## config.mk

```make
export PLATFORM = sky130hd
export DESIGN_NAME = battery_led_indicator
export DESIGN_NICKNAME = d
export VERILOG_FILES = /design/src/rtl/core/bli_pkg.sv /design/src/rtl/core/bli_cfg_regs.sv /design/src/rtl/core/bli_core.sv /design/src/rtl/core/bli_out_reg.sv /design/src/rtl/core/battery_led_indicator.sv
export SDC_FILE = /design/constraint.sdc
export NUM_CORES = 1
export LEC_CHECK = 0
export BUFFER_PORTS_ARGS = -buffer_cell sky130_fd_sc_hd__buf_2
export CELL_PAD_IN_SITES_DETAIL_PLACEMENT = 0
export CELL_PAD_IN_SITES_GLOBAL_PLACEMENT = 1
export CORE_UTILIZATION = 40
export CTS_CLUSTER_DIAMETER = 80
export DETAILED_ROUTE_END_ITERATION = 6
export PLACE_DENSITY = 0.7
export REMOVE_ABC_BUFFERS = 1
export SYNTH_ARGS = -nofsm -noshare
export SYNTH_HDL_FRONTEND = slang
export SYNTH_SLANG_ARGS = --single-unit
```

## constraint.sdc

```tcl
create_clock -name clk_i -period 6.1 [get_ports clk_i]
set_input_delay 1.525 -clock clk_i [delete_from_list [all_inputs] [get_ports clk_i]]
set_output_delay 1.525 -clock clk_i [all_outputs]
set_load 0.05 [all_outputs]
```

## src/rtl/core/bli_pkg.sv

```systemverilog
// ---------------------------------------------------------------------------
// bli_pkg
// Shared types, constants and helper functions of the battery LED indicator.
// ---------------------------------------------------------------------------
package bli_pkg;

  localparam int unsigned PWM_LEVELS  = 32;
  localparam int unsigned HOLD_STEPS  = 8;
  localparam int unsigned GAP_STEPS   = 16;
  localparam int unsigned PHASE_STEPS = PWM_LEVELS + HOLD_STEPS;
  localparam int unsigned TOTAL_1     = 1 * PHASE_STEPS + GAP_STEPS;
  localparam int unsigned TOTAL_2     = 2 * PHASE_STEPS + GAP_STEPS;
  localparam int unsigned TOTAL_3     = 3 * PHASE_STEPS + GAP_STEPS;
  localparam int unsigned RES_W       = $clog2(TOTAL_3);
  localparam int unsigned PWM_W       = $clog2(PWM_LEVELS);
  localparam int unsigned WAVE_W      = 32;

  localparam int unsigned DUR_W       = 10;
  localparam int unsigned PCT_W       = 7;
  localparam int unsigned BLINK_W     = 7;
  localparam int unsigned BLINK_WRAP  = 120;
  localparam int unsigned ELAPSED_MAX = 1023;

  localparam logic [DUR_W-1:0] DUR_RST  = DUR_W'(500);
  localparam logic [PCT_W-1:0] FULL_RST = PCT_W'(95);
  localparam logic [PCT_W-1:0] LOW_RST  = PCT_W'(33);
  localparam logic [PCT_W-1:0] MID_RST  = PCT_W'(66);

  localparam int unsigned ADDR_W = 4;
  localparam int unsigned DATA_W = 32;

  typedef enum logic [1:0] {
    REG_DURATION = 2'd0,
    REG_FULL     = 2'd1,
    REG_LOW      = 2'd2,
    REG_MID      = 2'd3
  } reg_idx_e;

  typedef enum logic [1:0] {
    CMD_TICK  = 2'd0,
    CMD_SHORT = 2'd1,
    CMD_LONG  = 2'd2
  } cmd_e;

  typedef enum logic [2:0] {
    MODE_OFF    = 3'd0,
    MODE_LEVEL  = 3'd1,
    MODE_BLINK  = 3'd2,
    MODE_CHARGE = 3'd3,
    MODE_TEST   = 3'd4
  } mode_e;

  typedef struct packed {
    logic [1:0]       command;
    logic [PCT_W-1:0] bat_pct;
    logic             usb_in;
    logic             test_mode;
  } bli_in_t;

  typedef struct packed {
    logic       led1_on;
    logic       led2_on;
    logic       led3_on;
    logic [2:0] display_mode;
  } bli_out_t;

  typedef struct packed {
    logic [DUR_W-1:0] temp_duration_ticks;
    logic [PCT_W-1:0] full_pct;
    logic [PCT_W-1:0] low_pct;
    logic [PCT_W-1:0] mid_pct;
  } bli_cfg_t;

  // LED count for a level: 1, 2 or 3
  function automatic logic [1:0] level_leds(input logic [PCT_W-1:0] pct,
                                            input logic [PCT_W-1:0] low,
                                            input logic [PCT_W-1:0] mid);
    logic [1:0] n;
    if (pct <= low) begin
      n = 2'd1;
    end else if (pct <= mid) begin
      n = 2'd2;
    end else begin
      n = 2'd3;
    end
    return n;
  endfunction

  function automatic logic [RES_W-1:0] chase_total(input logic [1:0] n);
    logic [RES_W-1:0] t;
    case (n)
      2'd1:    t = RES_W'(TOTAL_1);
      2'd2:    t = RES_W'(TOTAL_2);
      default: t = RES_W'(TOTAL_3);
    endcase
    return t;
  endfunction

  // blink_count mod 40 below 20
  function automatic logic blink_on(input logic [BLINK_W-1:0] b);
    return (b < BLINK_W'(20)) ||
           (b >= BLINK_W'(40) && b < BLINK_W'(60)) ||
           (b >= BLINK_W'(80) && b < BLINK_W'(100));
  endfunction

endpackage

```

## src/rtl/core/bli_cfg_regs.sv

```systemverilog
// ---------------------------------------------------------------------------
// bli_cfg_regs
// APB register file for display duration and level thresholds.
// ---------------------------------------------------------------------------
module bli_cfg_regs (
  input  logic                        clk_i,
  input  logic                        rst_ni,
  input  logic                        psel,
  input  logic                        penable,
  input  logic                        pwrite,
  input  logic [bli_pkg::ADDR_W-1:0]  paddr,
  input  logic [bli_pkg::DATA_W-1:0]  pwdata,
  output logic [bli_pkg::DATA_W-1:0]  prdata,
  output logic                        pready,
  output bli_pkg::bli_cfg_t           cfg_o
);
  import bli_pkg::*;

  bli_cfg_t cfg_q, cfg_d;
  reg_idx_e idx;
  logic     wr_en;

  assign idx    = reg_idx_e'(paddr[3:2]);
  assign wr_en  = psel & penable & pwrite;
  assign pready = 1'b1;
  assign cfg_o  = cfg_q;

  always_comb begin
    cfg_d = cfg_q;
    if (wr_en) begin
      case (idx)
        REG_DURATION: cfg_d.temp_duration_ticks = pwdata[DUR_W-1:0];
        REG_FULL:     cfg_d.full_pct            = pwdata[PCT_W-1:0];
        REG_LOW:      cfg_d.low_pct             = pwdata[PCT_W-1:0];
        REG_MID:      cfg_d.mid_pct             = pwdata[PCT_W-1:0];
        default:      cfg_d = cfg_q;
      endcase
    end
  end

  always_comb begin
    case (idx)
      REG_DURATION: prdata = DATA_W'(cfg_q.temp_duration_ticks);
      REG_FULL:     prdata = DATA_W'(cfg_q.full_pct);
      REG_LOW:      prdata = DATA_W'(cfg_q.low_pct);
      REG_MID:      prdata = DATA_W'(cfg_q.mid_pct);
      default:      prdata = '0;
    endcase
  end

  always_ff @(posedge clk_i or negedge rst_ni) begin
    if (!rst_ni) begin
      cfg_q.temp_duration_ticks <= DUR_RST;
      cfg_q.full_pct            <= FULL_RST;
      cfg_q.low_pct             <= LOW_RST;
      cfg_q.mid_pct             <= MID_RST;
    end else begin
      cfg_q <= cfg_d;
    end
  end

endmodule

```

## src/rtl/core/bli_core.sv

```systemverilog
// ---------------------------------------------------------------------------
// bli_core
// Tick state (press display, blink, breathing chase) and next LED word.
// ---------------------------------------------------------------------------
module bli_core (
  input  logic              clk_i,
  input  logic              rst_ni,
  input  logic              accept_i,
  input  bli_pkg::bli_in_t  in_i,
  input  bli_pkg::bli_cfg_t cfg_i,
  output bli_pkg::bli_out_t res_o
);
  import bli_pkg::*;

  typedef enum logic [1:0] {
    KIND_NONE  = 2'd0,
    KIND_SHORT = 2'd1,
    KIND_LONG  = 2'd2
  } kind_e;

  kind_e              kind_q, kind_d, kind_a, kind_b;
  logic [DUR_W-1:0]   elapsed_q, elapsed_d, elapsed_a, elapsed_b;
  logic [BLINK_W-1:0] blink_q, blink_d, blink_inc, test_t;
  logic [WAVE_W-1:0]  wave_q, wave_d;
  logic [PWM_W-1:0]   pwm_q, pwm_d;
  logic [RES_W-1:0]   res_q [3];
  logic [RES_W-1:0]   res_d [3];
  logic [RES_W-1:0]   res_inc [3];
  logic [RES_W-1:0]   step;
  logic [PWM_W-1:0]   bright [3];
  logic [2:0]         lit_chase;
  logic [1:0]         n_lvl;
  logic               in_chase;
  logic               wave_wrap;
  logic               pwm_wrap;
  bli_out_t           res;

  assign n_lvl     = level_leds(in_i.bat_pct, cfg_i.low_pct, cfg_i.mid_pct);
  assign blink_inc = (blink_q == BLINK_W'(BLINK_WRAP - 1)) ? '0 : blink_q + 1'b1;
  assign test_t    = (blink_inc >= BLINK_W'(60)) ? blink_inc - BLINK_W'(60) : blink_inc;
  assign wave_wrap = &wave_q;
  assign pwm_wrap  = (pwm_q == PWM_W'(PWM_LEVELS - 1));
  assign step      = res_q[n_lvl - 2'd1];
  assign in_chase  = step < RES_W'(32'(n_lvl) * PHASE_STEPS);

  always_comb begin
    for (int k = 0; k < 3; k++) begin
      if (wave_wrap || res_q[k] == chase_total(2'(k + 1)) - 1'b1) begin
        res_inc[k] = '0;
      end else begin
        res_inc[k] = res_q[k] + 1'b1;
      end
    end
  end

  always_comb begin
    for (int j = 0; j < 3; j++) begin
      if (!in_chase || step < RES_W'(j * PHASE_STEPS)) begin
        bright[j] = '0;
      end else if (step >= RES_W'(j * PHASE_STEPS + PWM_LEVELS - 1)) begin
        bright[j] = PWM_W'(PWM_LEVELS - 1);
      end else begin
        bright[j] = PWM_W'(step - RES_W'(j * PHASE_STEPS));
      end
      lit_chase[j] = (bright[j] == PWM_W'(PWM_LEVELS - 1)) ||
                     (bright[j] != '0 && pwm_q < bright[j]);
    end
  end

  always_comb begin
    kind_a    = kind_q;
    elapsed_a = elapsed_q;
    case (cmd_e'(in_i.command))
      CMD_SHORT: begin
        kind_a    = KIND_SHORT;
        elapsed_a = '0;
      end
      CMD_LONG: begin
        kind_a    = KIND_LONG;
        elapsed_a = '0;
      end
      default: ;
    endcase
    kind_b    = kind_a;
    elapsed_b = elapsed_a;
    if (kind_a != KIND_NONE && elapsed_a >= cfg_i.temp_duration_ticks) begin
      kind_b    = KIND_NONE;
      elapsed_b = '0;
    end

    blink_d = blink_q;
    wave_d  = wave_q;
    pwm_d   = pwm_q;
    res_d   = res_q;
    res     = '0;
    res.display_mode = MODE_OFF;

    case (kind_b)
      KIND_SHORT: begin
        res.led1_on      = (in_i.bat_pct != '0);
        res.led2_on      = (in_i.bat_pct != '0) && (n_lvl >= 2'd2);
        res.led3_on      = (in_i.bat_pct != '0) && (n_lvl == 2'd3);
        res.display_mode = MODE_LEVEL;
        blink_d = '0;
        wave_d  = '0;
        pwm_d   = '0;
        res_d   = '{default: '0};
      end
      KIND_LONG: begin
        blink_d          = blink_inc;
        res.led1_on      = blink_on(blink_inc);
        res.led2_on      = blink_on(blink_inc);
        res.led3_on      = blink_on(blink_inc);
        res.display_mode = MODE_BLINK;
        wave_d = '0;
        pwm_d  = '0;
        res_d  = '{default: '0};
      end
      default: begin
        if (in_i.usb_in) begin
          blink_d          = '0;
          res.display_mode = MODE_CHARGE;
          if (in_i.bat_pct >= cfg_i.full_pct) begin
            res.led1_on = 1'b1;
            res.led2_on = 1'b1;
            res.led3_on = 1'b1;
            wave_d = '0;
            pwm_d  = '0;
            res_d  = '{default: '0};
          end else begin
            res.led1_on = lit_chase[0];
            res.led2_on = lit_chase[1];
            res.led3_on = lit_chase[2];
            pwm_d = pwm_wrap ? '0 : pwm_q + 1'b1;
            if (pwm_wrap) begin
              wave_d = wave_q + 1'b1;
              res_d  = res_inc;
            end
          end
        end else if (in_i.test_mode) begin
          blink_d          = blink_inc;
          res.led1_on      = test_t < BLINK_W'(20);
          res.led2_on      = test_t >= BLINK_W'(20) && test_t < BLINK_W'(40);
          res.led3_on      = test_t >= BLINK_W'(40);
          res.display_mode = MODE_TEST;
          wave_d = '0;
          pwm_d  = '0;
          res_d  = '{default: '0};
        end else begin
          blink_d = '0;
          wave_d  = '0;
          pwm_d   = '0;
          res_d   = '{default: '0};
        end
      end
    endcase

    kind_d    = kind_b;
    elapsed_d = elapsed_b;
    if (kind_b != KIND_NONE && elapsed_b < DUR_W'(ELAPSED_MAX)) begin
      elapsed_d = elapsed_b + 1'b1;
    end
  end

  assign res_o = res;

  always_ff @(posedge clk_i or negedge rst_ni) begin
    if (!rst_ni) begin
      kind_q    <= KIND_NONE;
      elapsed_q <= '0;
      blink_q   <= '0;
      wave_q    <= '0;
      pwm_q     <= '0;
      res_q     <= '{default: '0};
    end else if (accept_i) begin
      kind_q    <= kind_d;
      elapsed_q <= elapsed_d;
      blink_q   <= blink_d;
      wave_q    <= wave_d;
      pwm_q     <= pwm_d;
      res_q     <= res_d;
    end
  end

  a_blink_range: assert property (@(posedge clk_i) disable iff (!rst_ni)
    blink_q < BLINK_W'(BLINK_WRAP))
    else $error("blink counter out of range");

  a_idle_elapsed: assert property (@(posedge clk_i) disable iff (!rst_ni)
    kind_q == KIND_NONE |-> elapsed_q == '0)
    else $error("elapsed count kept without a press display");

  a_res_range: assert property (@(posedge clk_i) disable iff (!rst_ni)
    res_q[0] < RES_W'(TOTAL_1) && res_q[1] < RES_W'(TOTAL_2) &&
    res_q[2] < RES_W'(TOTAL_3))
    else $error("chase residue out of range");

  a_res_zero: assert property (@(posedge clk_i) disable iff (!rst_ni)
    wave_q == '0 |-> res_q[0] == '0 && res_q[1] == '0 && res_q[2] == '0)
    else $error("chase residue not in step with wave counter");

endmodule

```

## src/rtl/core/bli_out_reg.sv

```systemverilog
// ---------------------------------------------------------------------------
// bli_out_reg
// Result register with valid/stall handshake toward the consumer.
// ---------------------------------------------------------------------------
module bli_out_reg (
  input  logic              clk_i,
  input  logic              rst_ni,
  input  logic              load_i,
  input  bli_pkg::bli_out_t data_i,
  input  logic              out_stall_i,
  output logic              out_valid_o,
  output bli_pkg::bli_out_t out_data_o,
  output logic              busy_o
);
  import bli_pkg::*;

  logic     valid_q, valid_d;
  bli_out_t data_q;

  assign busy_o      = valid_q & out_stall_i;
  assign valid_d     = load_i | busy_o;
  assign out_valid_o = valid_q;
  assign out_data_o  = data_q;

  always_ff @(posedge clk_i or negedge rst_ni) begin
    if (!rst_ni) begin
      valid_q <= 1'b0;
    end else begin
      valid_q <= valid_d;
    end
  end

  always_ff @(posedge clk_i) begin
    if (load_i) begin
      data_q <= data_i;
    end
  end

endmodule

```

## src/rtl/core/battery_led_indicator.sv

```systemverilog
// ---------------------------------------------------------------------------
// battery_led_indicator
// Per-tick three-LED battery indicator with press displays and charge chase.
// ---------------------------------------------------------------------------
// The result word is registered and shown on the output in the cycle after its tick word is accepted.
// Throughput: one word per cycle while the output is not stalled; the result register is the only stage.
// A new word is taken while the previous result is consumed in the same cycle.
// Reset: registers return to defaults, all tick state clears, output empty.
module battery_led_indicator (
  input  logic                        clk_i,
  input  logic                        rst_ni,
  input  logic                        in_valid_i,
  output logic                        in_stall_o,
  input  bli_pkg::bli_in_t            in_data_i,
  output logic                        out_valid_o,
  input  logic                        out_stall_i,
  output bli_pkg::bli_out_t           out_data_o,
  input  logic                        psel,
  input  logic                        penable,
  input  logic                        pwrite,
  input  logic [bli_pkg::ADDR_W-1:0]  paddr,
  input  logic [bli_pkg::DATA_W-1:0]  pwdata,
  output logic [bli_pkg::DATA_W-1:0]  prdata,
  output logic                        pready
);
  import bli_pkg::*;

  bli_cfg_t cfg;
  bli_out_t res;
  logic     accept;
  logic     busy;

  assign in_stall_o = busy;
  assign accept     = in_valid_i & ~busy;

  bli_cfg_regs u_cfg (
    .clk_i   (clk_i),
    .rst_ni  (rst_ni),
    .psel    (psel),
    .penable (penable),
    .pwrite  (pwrite),
    .paddr   (paddr),
    .pwdata  (pwdata),
    .prdata  (prdata),
    .pready  (pready),
    .cfg_o   (cfg)
  );

  bli_core u_core (
    .clk_i    (clk_i),
    .rst_ni   (rst_ni),
    .accept_i (accept),
    .in_i     (in_data_i),
    .cfg_i    (cfg),
    .res_o    (res)
  );

  bli_out_reg u_out (
    .clk_i       (clk_i),
    .rst_ni      (rst_ni),
    .load_i      (accept),
    .data_i      (res),
    .out_stall_i (out_stall_i),
    .out_valid_o (out_valid_o),
    .out_data_o  (out_data_o),
    .busy_o      (busy)
  );

endmodule
```

==> flow_results.org <==
** Logic synthesis
- Cell type contributing the most total cell area after synthesis :: sky130_fd_sc_hd__dfrtp_1
- Mean post-synth cell area :: between 8 and 9 sq um
- Of the total synthesized cell area, the portion taken by XOR and XNOR cells is ~2.5%.
- Dominant combinational cell family by area after synthesis :: simple AND/OR/NAND/NOR gates
- The portion of synthesized area spent on multiplexers is around 6.6%.
- After synthesis, the share of flip-flops with an asynchronous set or reset is a little over nine tenths.
- Fraction of the mapped netlist area in compound gates :: between 15 and 20%
- Fraction of post-synthesis cell area in the top cell type by area :: 29.9%
- Yosys mapped the design onto a little over 70 distinct sky130hd cell types.
- Number of synthesized flops with an enable pin :: 6
- For this run, the register share of the synthesized area comes to 37.3%.
- Synthesis produced slightly above 900 cells.
- Yosys synthesis warning count :: 0
- Synth Register Bits :: between 100 and 150
- Summing the areas of all fa, ha and maj instances in the mapped netlist gives 9.48% of the synthesized area.
- After synthesis, the most frequently instantiated cells are sky130_fd_sc_hd__nand2_1, sky130_fd_sc_hd__o21ai_0, sky130_fd_sc_hd__dfrtp_1.
- Simple logic cell fraction of the synthesized area :: 20.2%
- Most numerous cell in the Yosys netlist :: sky130_fd_sc_hd__nand2_1
- Main area contributors after synthesis :: sky130_fd_sc_hd__dfrtp_1, sky130_fd_sc_hd__ha_1, sky130_fd_sc_hd__o21ai_0
- Area of the mapped netlist :: ~8000 sq um
- Most common flop cell mapped by yosys :: sky130_fd_sc_hd__dfrtp_1

** Hold path
- Hold worst-path end :: u_core.elapsed_q[1]
- Min-delay src :: u_core.elapsed_q[1]
- Instance count along the most critical hold path :: 2
- The tightest min-delay check is of the reg -> reg type.

** Clock tree
- After clock tree synthesis, the clock-pin slew on the worst setup and hold paths is around 0.050 ns.
- The H-tree was split into 4 levels.
- Post-CTS repair timing setup buffer count :: 0
- After clock tree synthesis, the flow added hold-fix buffers numbering 0.
- Worst-Skew Late Latency :: roughly 0.43 ns
- The clock net in this run drives a total of roughly 120 sinks.
- Buffers inserted during clock tree synthesis total 17.
- The clock passes through at most 2 buffers.
- TritonCTS built the clock tree.
- Resized Gates After CTS :: 0
- The root buffer cell chosen for the clock tree is sky130_fd_sc_hd__clkbuf_16.

** Critical path
- Number of buffer and inverter instances along the worst setup path :: 2
- For this design, the slowest cell found on the critical path is sky130_fd_sc_hd__or4_1.
- In this run the register-to-register setup slack is roughly 1.1 ns.
- The signal on the critical path passes through buf_2 -> ha_1 -> and4_1 -> a21boi_1 -> o31a_1 -> inv_2 -> o21ai_1 -> ha_1 -> o21ai_0 -> a21oi_1 -> nor3_1 -> o211a_1 -> o21ai_0 -> ha_1 -> a21o_1 -> a21o_1 -> a21oi_1 -> o21ai_1 -> a21oi_1 -> or4_1 -> a311o_1.
- For the worst setup path, the data required time is ~6.3 ns.
- For the worst flop-to-flop path, the logic depth is 21.
- Kind of capture point of the worst setup path :: flop
- The startpoint identified for the worst register-to-register timing path is u_cfg.cfg_o[12].
- Critical path arrival :: a little under 6 ns
- Setup Crit Path Kind :: in -> reg
- STA classifies the critical path startpoint as a primary input.
- Maximum net fanout on the critical path :: 8
- On the worst path, the slowest cell contributes a delay of ~0.51 ns.
- In this run the critical register-to-register path is captured at u_out.out_data_o[3].
- Largest delay share family, worst path :: compound AO/OA/AOI/OAI gates

** Finish
- Fill cells in the final layout number around 1900.
- At the end of the flow, the number of nets in the layout was roughly 1100.
- Area used by sequential logic in the layout :: around 3000 sq um
- Final Cell Area :: approximately 9200 sq um
- Layout cell share with drive strength beyond 1 :: 17.9%
- Signed area change from the synthesized netlist to the final layout :: 13.9%
- Antenna Diode Count :: 0
- Multi-input combinational cell area :: 4610 sq um
- Count of non-filler cells in the finished layout :: between 1000 and 1500

** Pwr
- The worst-case IR drop observed on VDD is between 150 and 200 uV.
- Leak pwr :: roughly 4.2 nW
- Overall power :: ~2.7 mW
- Total power per unit cell area :: around 300 nW/um^2

** GRT
- Number of global-route vias before repair :: between 6000 and 7000
- Number of antenna violations at the first check in global routing :: 0
- Across every metal layer, demand over resource in global routing totals between 10% and 20%.
- GR Overflow Total :: 0
- Pin count of the biggest net entering global routing :: 66
- First-pass GRT wire length :: 32000 um

** Timing
- Max frequency :: between 150 and 200 MHz
- At the pin with the least slew margin, the transition time is a little over 0.9 ns.
- Post-Route Setup TNS :: 0 ns
- Setup repair after global routing left no endpoint under its margin.
- After layout, the worst setup slack is just over 0.4 ns.
- Setup violations remaining at the end of the flow were counted as 0.
- On the final layout, the worst clock skew is 0.0128 ns.
- Headroom to the max-slew limit came out at 38.2%.
- Final Critical Period :: ~5.7 ns
- Period Utilization, post-route :: 93.3%
- Final hold violation count :: 0
- The final max-slew violation count was 0.

** Detailed routing
- Violation count after the first detailed-routing iteration :: 307
- In the final routed layout, each cell accounts on average for approximately 15 um.
- Remaining antenna violation count after routing :: 0
- Drt drc :: 0
- Before antenna repair, the detailed router went through 4 iterations.
- For this block, the routed nets add up to 18600 um of wire.
- Total via count after detailed routing :: roughly 6500
- Drt via density :: around 5.2

** Floorplanning
- Chip Width :: 144 um
- The floorplan has around 50 rows.
- Overall die height :: 144 um
- Die area :: 20700 sq um
- Num ports :: 95
- Effective utilization at floorplan :: between 40% and 50%
- Core area :: 19600 sq um

** Placement
- Final GP Congestion :: around 0.8
- Port Buffer Count :: 47
- HPWL after detailed placement :: approximately 14000 um
- Setup slack at placement :: -0.0245 ns
- Post-place instance area :: around 8600 sq um
- Dpl cells :: approximately 1200

** Run status
- The flow ran to the end, and the final reports show no timing, DRC or antenna violations.

** Run
- Max-cap violations in this run came to 0.
## per-stage QoR
step | utilization, % | hold slack [ns]
6_report | 46.8 | 0.487
5_1_grt | 46.8 | 0.535
4_1_cts | 46.8 | 0.490
3_5_place_dp | 44.1 | 0.477
3_3_place_gp | 44.1 | 0.468
2_1_floorplan | - | 0.450
## metal layers
metal	vias up	track usage [%]	wire (um)
met5	-	0	0
met4	0	6.27	252
met3	14	3.47	445
met2	73	32.2	8590
li1	3346	-	-
met1	3108	26.7	9320
## cell families after synthesis
| logic type | Yosys count |
|---|---|
| AO/OA/AOI/OAI | 228 |
| AND/OR/NAND/NOR | 333 |
| flip-flops | 118 |
| adder cells (fa/ha/maj) | 61 |
| XOR/XNOR | 23 |
| buffers and inverters | 107 |
| other | 2 |
| multiplexers | 41 |
## registers in the layout, indices dropped and copies added, names as in the netlist
| register | flops |
|---|---|
| u_cfg.cfg_o | 31 |
| u_core.blink_q | 7 |
| u_core.elapsed_q | 10 |
| u_core.kind_q | 2 |
| u_core.pwm_q | 5 |
| u_core.res_q | 24 |
| u_core.wave_q | 32 |
| u_out.out_data_o | 6 |
| u_out.out_valid_o | 1 |
## worst register-to-register path, cell delays in order (launching register included)
cell,delay (ns)
sky130_fd_sc_hd__dfstp_2,0.52
sky130_fd_sc_hd__inv_1,0.05
sky130_fd_sc_hd__ha_1,0.27
sky130_fd_sc_hd__and4_1,0.20
sky130_fd_sc_hd__a21boi_1,0.17
sky130_fd_sc_hd__o31a_1,0.38
sky130_fd_sc_hd__inv_2,0.14
sky130_fd_sc_hd__o21ai_1,0.25
sky130_fd_sc_hd__ha_1,0.27
sky130_fd_sc_hd__o21ai_0,0.15
sky130_fd_sc_hd__a21oi_1,0.08
sky130_fd_sc_hd__nor3_1,0.23
sky130_fd_sc_hd__o211a_1,0.25
sky130_fd_sc_hd__o21ai_0,0.13
sky130_fd_sc_hd__ha_1,0.32
sky130_fd_sc_hd__a21o_1,0.11
sky130_fd_sc_hd__a21o_1,0.10
sky130_fd_sc_hd__a21oi_1,0.06
sky130_fd_sc_hd__o21ai_1,0.10
sky130_fd_sc_hd__a21oi_1,0.06
sky130_fd_sc_hd__or4_1,0.51
sky130_fd_sc_hd__a311o_1,0.37
## where the power goes
part,leakage [nW],total [mW],switching [mW],internal [mW]
clock,0.249,0.900,0.373,0.527
sequential,1.53,0.974,0.0746,0.900
combinational,2.44,0.815,0.500,0.315
## final cells by class
| type | count | area share (%) |
|---|---|---|
| inverters | 54 | 2.21 |
| clock inverters | 12 | 0.887 |
| flip-flops and latches | 118 | 32.8 |
| repair buffers | 81 | 5.38 |
| multi-input cells | 709 | 50.3 |
| well taps | 265 | 3.62 |
| clock buffers | 20 | 4.87 |
## cell usage in the layout, fill, tap and decap left out, types with 14 or more instances in the layout
cell type / netlist / final
sky130_fd_sc_hd__nand2_1: 109 / 109
sky130_fd_sc_hd__dfstp_2: 16 / 16
sky130_fd_sc_hd__buf_2: 5 / 46
sky130_fd_sc_hd__nor2_1: 63 / 62
sky130_fd_sc_hd__clkbuf_16: 0 / 17
sky130_fd_sc_hd__a21oi_1: 40 / 40
sky130_fd_sc_hd__nand4_1: 14 / 14
sky130_fd_sc_hd__ha_1: 61 / 61
sky130_fd_sc_hd__inv_1: 53 / 53
sky130_fd_sc_hd__nand3_1: 36 / 36
sky130_fd_sc_hd__buf_4: 23 / 35
sky130_fd_sc_hd__nor3_1: 17 / 17
sky130_fd_sc_hd__and3_1: 17 / 17
sky130_fd_sc_hd__dfrtp_1: 96 / 96
sky130_fd_sc_hd__o21ai_0: 103 / 103
sky130_fd_sc_hd__conb_1: 2 / 23
sky130_fd_sc_hd__mux2_2: 23 / 23
## how the worst max path moves through the flow
stage                 start                   to  slack, ns  depth (start not counted)
2_1_floorplan  in_data_i[8]  u_out.out_data_o[3]       0.15                         21
3_3_place_gp   in_data_i[8]  u_out.out_data_o[3]       0.02                         21
3_5_place_dp   in_data_i[7]  u_out.out_data_o[3]      -0.02                         21
4_1_cts        in_data_i[7]  u_out.out_data_o[3]       0.39                         21
5_1_grt        in_data_i[7]  u_out.out_data_o[3]       0.08                         21
6_report       in_data_i[7]  u_out.out_data_o[3]       0.41                         21
Note: power is estimated with default switching activity, not from simulation.
